`config.mk`:
```
export PLATFORM = sky130hd
export DESIGN_NAME = tsme_ctrl
export DESIGN_NICKNAME = d
export VERILOG_FILES = /design/src/rtl/core/typed_stack_machine_execute_defines.svh /design/src/rtl/core/tsme_pkg.sv /design/src/rtl/core/tsme_ctrl.sv
export SDC_FILE = /design/constraint.sdc
export NUM_CORES = 1
export LEC_CHECK = 0
export ABC_AREA = 1
export BUFFER_PORTS_ARGS = -buffer_cell sky130_fd_sc_hd__clkbuf_2
export CORE_AREA = 8 8 45 47
export CTS_BUF_LIST = sky130_fd_sc_hd__clkbuf_8
export CTS_CLUSTER_SIZE = 20
export DETAILED_ROUTE_END_ITERATION = 10
export DIE_AREA = 0 0 53 55
export GPL_TIMING_DRIVEN = 0
export HOLD_SLACK_MARGIN = 0.1
export PLACE_DENSITY = 0.45
export SLEW_MARGIN = 20
export SYNTH_ARGS = -nofsm -noshare
export SYNTH_HDL_FRONTEND = slang
export SYNTH_SLANG_ARGS = --single-unit
```
`constraint.sdc`:
```
create_clock -name clk -period 1.37 [get_ports clk]
set_input_delay 0.137 -clock clk [delete_from_list [all_inputs] [get_ports clk]]
set_output_delay 0.137 -clock clk [all_outputs]
set_load 0.1 [all_outputs]
```
`src/rtl/core/typed_stack_machine_execute_defines.svh`:
```
// Assertion macros for the typed stack machine execute unit
`ifndef TYPED_STACK_MACHINE_EXECUTE_DEFINES_SVH
`define TYPED_STACK_MACHINE_EXECUTE_DEFINES_SVH
// Implication checked on every clock edge outside reset
`define TSM_ASSERT_IMP(label, ante, cons, msg) \
  label: assert property (@(posedge clk) disable iff (rst) (ante) |-> (cons)) else $error(msg);
// Next-cycle implication checked outside reset
`define TSM_ASSERT_NEXT(label, ante, cons, msg) \
  label: assert property (@(posedge clk) disable iff (rst) (ante) |=> (cons)) else $error(msg);
`endif

```
`src/rtl/core/tsme_pkg.sv`:
```
// Shared types, codes and sizes for the typed stack machine execute unit
package tsme_pkg;
  localparam int StackDepth = 64;
  localparam int ReturnDepth = 16;
  localparam int AddressBits = 16;
  localparam int SpBits = $clog2(StackDepth + 1);
  localparam int SaBits = $clog2(StackDepth);
  localparam int RpBits = $clog2(ReturnDepth + 1);
  localparam int RaBits = $clog2(ReturnDepth);

  typedef enum logic [4:0] {
    OP_DROP = 5'd0, OP_DUP = 5'd1, OP_LDTRUE = 5'd2, OP_LDFALSE = 5'd3,
    OP_LDC = 5'd4, OP_LDI = 5'd5, OP_CHR = 5'd6, OP_INT = 5'd7, OP_BOOL = 5'd8,
    OP_INV = 5'd9, OP_ADD = 5'd10, OP_SUB = 5'd11, OP_MUL = 5'd12,
    OP_IDIV = 5'd13, OP_MOD = 5'd14, OP_AND = 5'd15, OP_OR = 5'd16,
    OP_NOT = 5'd17, OP_XOR = 5'd18, OP_SHL = 5'd19, OP_SHR = 5'd20,
    OP_EQU = 5'd21, OP_NEQ = 5'd22, OP_GT = 5'd23, OP_LT = 5'd24,
    OP_GEQ = 5'd25, OP_LEQ = 5'd26, OP_BR = 5'd27, OP_BRT = 5'd28,
    OP_BRF = 5'd29, OP_CALL = 5'd30, OP_RET = 5'd31
  } op_t;

  localparam logic [1:0] T_INT = 2'd0;
  localparam logic [1:0] T_BOOL = 2'd1;
  localparam logic [1:0] T_CHAR = 2'd2;

  localparam logic [2:0] ST_OK = 3'd0;
  localparam logic [2:0] ST_TYPE = 3'd1;
  localparam logic [2:0] ST_UNDER = 3'd2;
  localparam logic [2:0] ST_OVER = 3'd3;
  localparam logic [2:0] ST_DIVZ = 3'd4;
  localparam logic [2:0] ST_RET = 3'd5;

  // controller -> datapath
  typedef struct packed {
    logic load;      // capture input beat, start operand reads
    logic exec;      // operands valid, evaluate
    logic div_start; // start divider
    logic commit;    // write back and produce result
  } cmd_t;

  // datapath -> controller
  typedef struct packed {
    logic need_div;
    logic div_done;
  } sts_t;
endpackage

```
`src/rtl/core/tsme_ctrl.sv`:
```
// Controller: sequences load, execute, divide wait and result handshake
module tsme_ctrl (
  input  logic           clk,
  input  logic           rst,
  input  logic           in_valid,
  output logic           in_ready,
  output logic           out_valid,
  input  logic           out_ready,
  output tsme_pkg::cmd_t cmd,
  input  tsme_pkg::sts_t sts
);
  typedef enum logic [2:0] {S_IDLE, S_EXEC, S_DIV, S_FIN, S_OUT} state_t;
  state_t state;

  logic take;
  assign in_ready = (state == S_IDLE) && !out_valid;
  assign take = in_valid && in_ready;

  always_comb begin
    cmd.load = take;
    cmd.exec = state == S_EXEC;
    cmd.div_start = state == S_EXEC && sts.need_div;
    cmd.commit = state == S_FIN;
  end

  always_ff @(posedge clk) begin
    if (rst) begin
      state <= S_IDLE;
      out_valid <= 1'b0;
    end else begin
      if (out_valid && out_ready) out_valid <= 1'b0;
      unique case (state)
        S_IDLE: if (take) state <= S_EXEC;
        S_EXEC: state <= sts.need_div ? S_DIV : S_FIN;
        S_DIV: if (sts.div_done) state <= S_FIN;
        S_FIN: begin
          out_valid <= 1'b1;
          state <= S_IDLE;
        end
        default: state <= S_IDLE;
      endcase
    end
  end
endmodule

```
Yosys cells after proc, flatten, opt, wreduce, memory -nomap -nowiden --
Cells that the tools add are included.
Storage, ports and cells: register bits 4, input port bits 6
Cells by class: mux-type cells 6, reduce and logical (&&, ||, !) cells 8, equal/unequal tests 5
Operator list (count):
- 3-bit one-hot mux with 3 select lines | 1
- 3-bit by 2-bit equality test with 1-bit output (second input constant) | 2
- 3-bit two-way mux | 2
- 1-bit logical AND | 4
- 2-bit inequality test (second input constant) | 2
- 3-bit by 1-bit equality test with 1-bit output (second input constant) | 1
- 3-bit logical NOT | 1
- 1-bit two-way mux | 3
- 2-bit AND reduction | 1
- 2-bit nonzero test | 1
- 1-bit logical NOT | 1

Longest topological paths before layout --
Gate-level depths: netlist of run 1.
depth after elaboration 5, depth in mapped cells 7, gate-level depth less buffers 7

Least setup slack after synthesis of run 1 --
No wires, ideal clock.
kind flip-flop to output port, start point register out_valid, end point output in_ready, stages on the path, launching flop included 2, arrival time 2081 ps, path slack -848 ps, path through dfxtp_1 nor2_1
On the way: longest elaborated chain between the ends 2
Ends and longest elaborated chain:
- from (decl) | RTL line tsme_ctrl.sv:7 | output logic out_valid,
- from (signal assigned) | RTL line tsme_ctrl.sv:29 | out_valid <= 1'b0;
- from (signal assigned) | RTL line tsme_ctrl.sv:31 | if (out_valid && out_ready) out_valid <= 1'b0;
- from (signal assigned) | RTL line tsme_ctrl.sv:37 | out_valid <= 1'b1;
- 1-bit logical NOT | RTL line tsme_ctrl.sv:16 | assign in_ready = (state == S_IDLE) && !out_valid;
- 1-bit logical AND | RTL line tsme_ctrl.sv:16
- to (decl) | RTL line tsme_ctrl.sv:6 | output logic in_ready,
Every way passes these cells.

Worst setup path in the final report of run 1 --
start point register state[1], end point output cmd[3] (netlist bit)
On the way: longest elaborated chain between the ends 3
Ends and longest elaborated chain:
- from (decl) | RTL line tsme_ctrl.sv:13 | state_t state;
- from (signal assigned) | RTL line tsme_ctrl.sv:34 | S_EXEC: state <= sts.need_div ? S_DIV : S_FIN;
- 3-bit logical NOT | RTL line tsme_ctrl.sv:16
- 1-bit logical AND | RTL line tsme_ctrl.sv:16
- 1-bit logical AND | RTL line tsme_ctrl.sv:17 | assign take = in_valid && in_ready;
- to (decl) | RTL line tsme_ctrl.sv:9 | output tsme_pkg::cmd_t cmd,
Every way passes these cells.

==> results of run 1 <==
==> Yosys cell counts, drive strengths merged <==
master / n / area [µm²]
dfxtp: 3 / 60.1
nor3: 1 / 5.00
buf: 1 / 7.51
inv: 9 / 33.8
nor2: 7 / 26.3
o21ai: 1 / 5.00
ha: 4 / 50.1
nand2: 8 / 30.0
a21oi: 2 / 10.0
==> worst max-delay path by stage <==
stage	from	end	slack [ns]	cells past startpoint
final	state[1]	cmd[3]	0.02	6
after global placement	state[1]	cmd[3]	-0.26	6
after detailed placement	state[1]	cmd[3]	-0.27	6
after floorplan	state[1]	cmd[1]	0.02	4
after global routing	state[1]	cmd[3]	-0.02	6
after CTS	state[1]	cmd[3]	-0.008	6
==> metal layers <==
layer / vias to the layer above / wire length (µm) / track usage [%]
met5: - / 0 / 0
met4: 0 / 14 / 5.17
met3: 2 / 42 / 1.87
met2: 6 / 309 / 7.81
met1: 103 / 190 / 3.03
li1: 142 / - / -
==> critical path: stages (launching register included) <==
cell and delay (ns):
sky130_fd_sc_hd__dfxtp_4 0.35, sky130_fd_sc_hd__inv_4 0.08, sky130_fd_sc_hd__ha_4 0.13, sky130_fd_sc_hd__inv_2 0.05
sky130_fd_sc_hd__nor3_2 0.09, sky130_fd_sc_hd__buf_4 0.13, sky130_fd_sc_hd__clkbuf_16 0.18
==> per-stage QoR <==
step           util, %  std cells
2_1_floorplan        -         36
3_3_place_gp      24.1         63
3_5_place_dp      24.1         63
4_1_cts           34.0         71
5_1_grt           34.0         71
6_report          34.0         71
==> sequential cells by signal, summed over array words and instances (netlist names) <==
register,count
out_valid,1
state,2
==> kinds of logic (layout without fill, tap and decap cells) <==
logic type	after synthesis	in the layout	share of synthesized area, %
flops	3	3	26.4
simple gates	16	16	26.9
compound gates	3	3	6.59
buf+inv	10	29	18.1
fa+ha+maj	4	4	22.0
==> repair_timing <==
action / CTS / global route
hold buffers: 1 / 0
pin swaps: 2 / 1
endpoints found under the hold margin: 1 / 0
cloned: 0 / 0
gates resized for setup: 19 / 1
setup buffers: 3 / 0
setup endpoints to repair: 5 / 3
==> final cells by class <==
type / count / area share (%)
plain buffers: 1 / 1.60
clock buffers: 3 / 8.78
clock inverters: 1 / 0.798
inverters: 9 / 9.04
multi-input cells: 23 / 35.9
flip-flops and latches: 3 / 14.6
well taps: 16 / 4.26
repair buffers: 15 / 25.0
==> summary.txt, run 1 <==
Outcome
  • Outcome: complete, no violations

Logic synthesis
  • Number of synthesized register bits: 3
  • Post-Synthesis Cell Area: 228 µm²
  • Avg Cell Area, Syn: 6.33 µm²
  • Number of distinct standard cells referenced by the synthesized netlist: 9
  • Number of warnings reported in the yosys synthesis log: 0
  • Sequential area share after synthesis: 26.4%
  • Post-synthesis cell count: 36
  • Number of nets produced by synthesis: 46

Floorplan
  • # IOs: 12
  • DIE AREA: 2920 µm²
  • Die Ht: 55 µm
  • Chip width: 53 µm
  • Placement row count: 14
  • Core region area: 1380 µm²
  • Starting density of the core: 16.5%

Worst setup path
  • Signal arrival time at the worst endpoint: 1.22 ns
  • CP required: 1.23 ns
  • Setup slack of the most critical reg-to-reg path: 0.20 ns
  • Worst r2r path cells: 7
  • Reg-to-Reg End: state[0]
  • Startpoint kind of the worst setup timing path: flop
  • Type of the setup path with the least slack: reg -> out
  • Peak fanout along the critical path: 3
  • Reg2Reg Launch Point: state[0]
  • Sort of element at the end of the critical path: output pin

Global routing
  • Maximum number of pins on one net before global-route repair: 6
  • Combined global-route utilization of all metal layers: 4.31%
  • Wire length of the first global-routing pass: 883 µm
  • Global route total overflow: 0
  • Initial antenna violation count: 0
  • Via count of the first global-routing pass: 253

CTS
  • Buffer depth of the longest clock path: 2
  • CTS root buffer: sky130_fd_sc_hd__clkbuf_8
  • Num CTS Buffers: 3
  • Level count of the clock H-tree: 1
  • Clk Latency, worst-skew pair: 0.21 ns
  • Clock slew seen by the registers of the worst setup and hold paths: 0.03 ns
  • TritonCTS clock tree: done
  • Clock tree sinks: 3

Cells and area
  • Growth of design area from synthesis to finish: 107%
  • Commonest non-fill, non-tap cell in the layout: sky130_fd_sc_hd__nand2_1
  • Layout Cell Area excl Fill: 470 µm²
  • Area used by multi-input combinational logic: 169 µm²
  • Total of fill cells in the finished design: 157
  • Final-stage net count: 66
  • Area taken by flip-flops and latches: 68.8 µm²
  • Leading cell types in the layout, fill and taps excluded: sky130_fd_sc_hd__nand2_1, sky130_fd_sc_hd__inv_1, sky130_fd_sc_hd__nor2_1, sky130_fd_sc_hd__clkbuf_2, sky130_fd_sc_hd__buf_4
  • Fraction of layout instances using a drive strength above 1: 56.4%
  • Antenna cells: 0

Worst hold path
  • Hold Crit Class: in -> reg
  • Startpoint of the most critical hold path: out_ready
  • WHS Path Cells: 4
  • Capture endpoint of the worst hold path: out_valid

Placement
  • Post-detailed-placement half-perimeter wirelength: 468 µm
  • Global placement routability congestion: 0.710
  • Setup WS pre-CTS: -0.268 ns
  • Port buffer count: 11
  • Cell area after placement: 333 µm²

STA
  • Largest clock skew in the final design: 0.000293 ns
  • Period utilisation layout: 98.8%
  • Fmax: 0.739 GHz
  • Setup repair after global routing missed its margin: yes
  • Setup slack of the critical path after layout: 0.0162 ns
  • Setup violation total in the final timing report: 0
  • Endpoints failing hold: 0
  • Transition time at the pin with the least slew margin: 0.543 ns
  • Pins Over Slew Limit: 0
  • Setup TNS after final layout: 0 ns
  • Max-Slew Margin vs Limit: 64.0%
  • Minimum clock period after layout: 1.35 ns
  • Post-Route Hold Slack: 0.197 ns

Flow run
  • Max cap viols: 0

Route
  • Number of violations reported at the end of detailed-routing iteration 0: 1
  • Routed via count: 253
  • Drt drc: 0
  • Average via count per standard cell: 3.56
  • Count of nets left with antenna violations after detail routing: 0
  • Total routed wirelength: 557 µm
  • Pre-Repair DR Iteration Count: 2
  • Wire length per cell: 7.85 µm
Power of run 1 is not shown: default switching activity piles up to over one toggle a cycle in this logic, so the estimate is an artifact.
==> inputs of run 2 (changes only) <==
--- a/config.mk
+++ b/config.mk
@@ -9,12 +9,13 @@
 export BUFFER_PORTS_ARGS = -buffer_cell sky130_fd_sc_hd__clkbuf_2
 export CORE_AREA = 8 8 45 47
 export CTS_BUF_LIST = sky130_fd_sc_hd__clkbuf_8
-export CTS_CLUSTER_SIZE = 20
+export CTS_CLUSTER_DIAMETER = 50
 export DETAILED_ROUTE_END_ITERATION = 10
 export DIE_AREA = 0 0 53 55
 export GPL_TIMING_DRIVEN = 0
 export HOLD_SLACK_MARGIN = 0.1
 export PLACE_DENSITY = 0.45
+export SETUP_SLACK_MARGIN = 0.4
 export SLEW_MARGIN = 20
 export SYNTH_ARGS = -nofsm -noshare
 export SYNTH_HDL_FRONTEND = slang
==> summary.txt, run 2 (synthesized netlist as in run 1, its figures left out) <==
Cells and area
  • Max reg flops: 2 (unchanged)
  • Count of non-filler cells in the finished layout: 75 (was 71)
  • Leading cell types in the layout, fill and taps excluded: sky130_fd_sc_hd__inv_1, sky130_fd_sc_hd__clkbuf_16, sky130_fd_sc_hd__buf_4 (was sky130_fd_sc_hd__nand2_1, sky130_fd_sc_hd__inv_1, sky130_fd_sc_hd__nor2_1, sky130_fd_sc_hd__clkbuf_2, sky130_fd_sc_hd__buf_4)
  • Antenna cells: 0 (unchanged)
  • Final-stage net count: 70 (was 66)
  • Fraction of layout instances using a drive strength above 1: 72.9% (was 56.4%)
  • Most flop-heavy register: state (unchanged)
  • Largest registers: state x2, out_valid x1 (unchanged)
  • Growth of design area from synthesis to finish: 187% (was 107%)
  • Post-layout util: 47.2% (was 34.0%)

Global routing
  • Wire length of the first global-routing pass: 1230 µm (was 883 µm)
  • Via count of the first global-routing pass: 320 (was 253)
  • Global route total overflow: 0 (unchanged)
  • Initial antenna violation count: 0 (unchanged)
  • Combined global-route utilization of all metal layers: 6.39% (was 4.31%)
  • Maximum number of pins on one net before global-route repair: 6 (unchanged)

Route
  • Drt drc: 0 (unchanged)
  • Number of violations reported at the end of detailed-routing iteration 0: 1 (unchanged)
  • Routed via count: 288 (was 253)
  • Wire length per cell: 11.1 µm (was 7.85 µm)
  • Average via count per standard cell: 3.84 (was 3.56)
  • Total routed wirelength: 832 µm (was 557 µm)
  • Pre-Repair DR Iteration Count: 2 (unchanged)
  • Count of nets left with antenna violations after detail routing: 0 (unchanged)

Worst setup path
  • Signal arrival time at the worst endpoint: 1.22 ns (about the same)
  • Delay contributed by the slowest stage of the critical path: 0.32 ns (was 0.35 ns)
  • Type of the setup path with the least slack: reg -> out (unchanged)
  • Sort of element at the end of the critical path: output pin (unchanged)
  • CP required: 1.23 ns (about the same)
  • Peak fanout along the critical path: 3 (unchanged)
  • Slowest-stage cell, CP: sky130_fd_sc_hd__dfxtp_2 (was sky130_fd_sc_hd__dfxtp_4)
  • Startpoint kind of the worst setup timing path: flop (unchanged)
  • Cell occurring most often along the worst timing path: sky130_fd_sc_hd__inv_4
  • Series of cell instances along the critical path: inv_4 > ha_4 > inv_4 > nor3_4 > buf_6 > clkbuf_16 (was inv_4 > ha_4 > inv_2 > nor3_2 > buf_4 > clkbuf_16)

Floorplan
  • Placement row count: 14 (unchanged)
  • Die Ht: 55 µm (unchanged)
  • Chip width: 53 µm (unchanged)
  • # IOs: 12 (unchanged)
  • Starting density of the core: 16.5% (unchanged)
  • DIE AREA: 2920 µm² (unchanged)
  • Core region area: 1380 µm² (unchanged)

CTS
  • Buffer depth of the longest clock path: 2 (unchanged)
  • CTS root buffer: sky130_fd_sc_hd__clkbuf_8 (unchanged)
  • Clock tree sinks: 3 (unchanged)
  • Level count of the clock H-tree: 1 (unchanged)
  • Num CTS Buffers: 3 (unchanged)
  • Clk Latency, worst-skew pair: 0.21 ns (about the same)
  • Clock slew seen by the registers of the worst setup and hold paths: 0.03 ns (about the same)
  • TritonCTS clock tree: done (unchanged)
  • Number of buffers inserted for hold repair after clock tree synthesis: 0 (was 1)

STA
  • Max-Slew Margin vs Limit: 88.8% (was 64.0%)
  • Fmax: 0.736 GHz (was 0.739 GHz)
  • Transition time at the pin with the least slew margin: 0.168 ns (was 0.543 ns)
  • Endpoints failing hold: 0 (unchanged)
  • Minimum clock period after layout: 1.36 ns (was 1.35 ns)
  • Setup TNS after final layout: 0 ns (unchanged)
  • Pins Over Slew Limit: 0 (unchanged)
  • Setup violation total in the final timing report: 0 (unchanged)
  • Setup repair after global routing missed its margin: yes (unchanged)
  • Largest clock skew in the final design: 0.000159 ns (was 0.000293 ns)
  • Period utilisation layout: 99.2% (was 98.8%)

Placement
  • Global placement routability congestion: 0.654 (was 0.710)
  • Port buffer count: 11 (unchanged)
  • Post-detailed-placement half-perimeter wirelength: 422 µm (was 468 µm)
  • Cell count after placement: 63 (unchanged)

Worst hold path
  • Hold Crit Class: in -> reg (unchanged)

Outcome
  • Outcome: complete, no violations (unchanged)

Flow run
  • Max cap viols: 0 (unchanged)
run 2: worst paths after layout:
kind              startpoint   endpoint  slack, ns  cells after the start
hold / removal           rst  out_valid        0.1                      2
hold reg to reg    out_valid  out_valid       0.58                      2
setup / recovery    state[1]     cmd[3]       0.01                      6
setup reg to reg    state[0]   state[0]       0.18                      9
run 2: timing repair:
item / CTS / global route
pin swaps: 8 / 6
gates cloned: 0 / 0
gates resized for setup: 31 / 8
setup endpoints to repair: 8 / 9
setup buffers: 5 / 3
run 2: critical path, delay by kind of cell (launching register included):
kind / cells / cell delay [ns]
buffers and inverters: 4 / 0.42
DFF: 1 / 0.32
adders and majority gates: 1 / 0.15
and+or+nand+nor: 1 / 0.12
run 2: metal layers:
layer	share of wire (%)	wire length, µm	global-route usage (%)	vias up
li1	-	-	-	152
met1	31	260	4.10	128
met2	62	515	12.3	8
met3	6.7	56	2.41	0
met4	0	0	7.76	0
met5	0	0	0	-
run 2: metrics by stage:
step                      instance area [µm²]  hold WS (ns)  setup slack (ns)
after floorplan                           272         0.200            0.0563
after global placement                    347         0.308            -0.210
final                                     653        0.0965            0.0105
after global routing                      653         0.103           -0.0512
after detailed placement                  347         0.322            -0.206
after CTS                                 599         0.100            0.0144
run 2: final cells by class:
cell class | count | area (µm²)
repair buffers | 19 | 243
plain buffers | 1 | 11.3
inverters | 9 | 45.0
fillers | 124 | 731
flip-flops and latches | 3 | 68.8
multi-input cells | 23 | 220
well taps | 16 | 20.0
clock inverters | 1 | 3.75
clock buffers | 3 | 41.3
Power of run 2 is left out for the same reason.
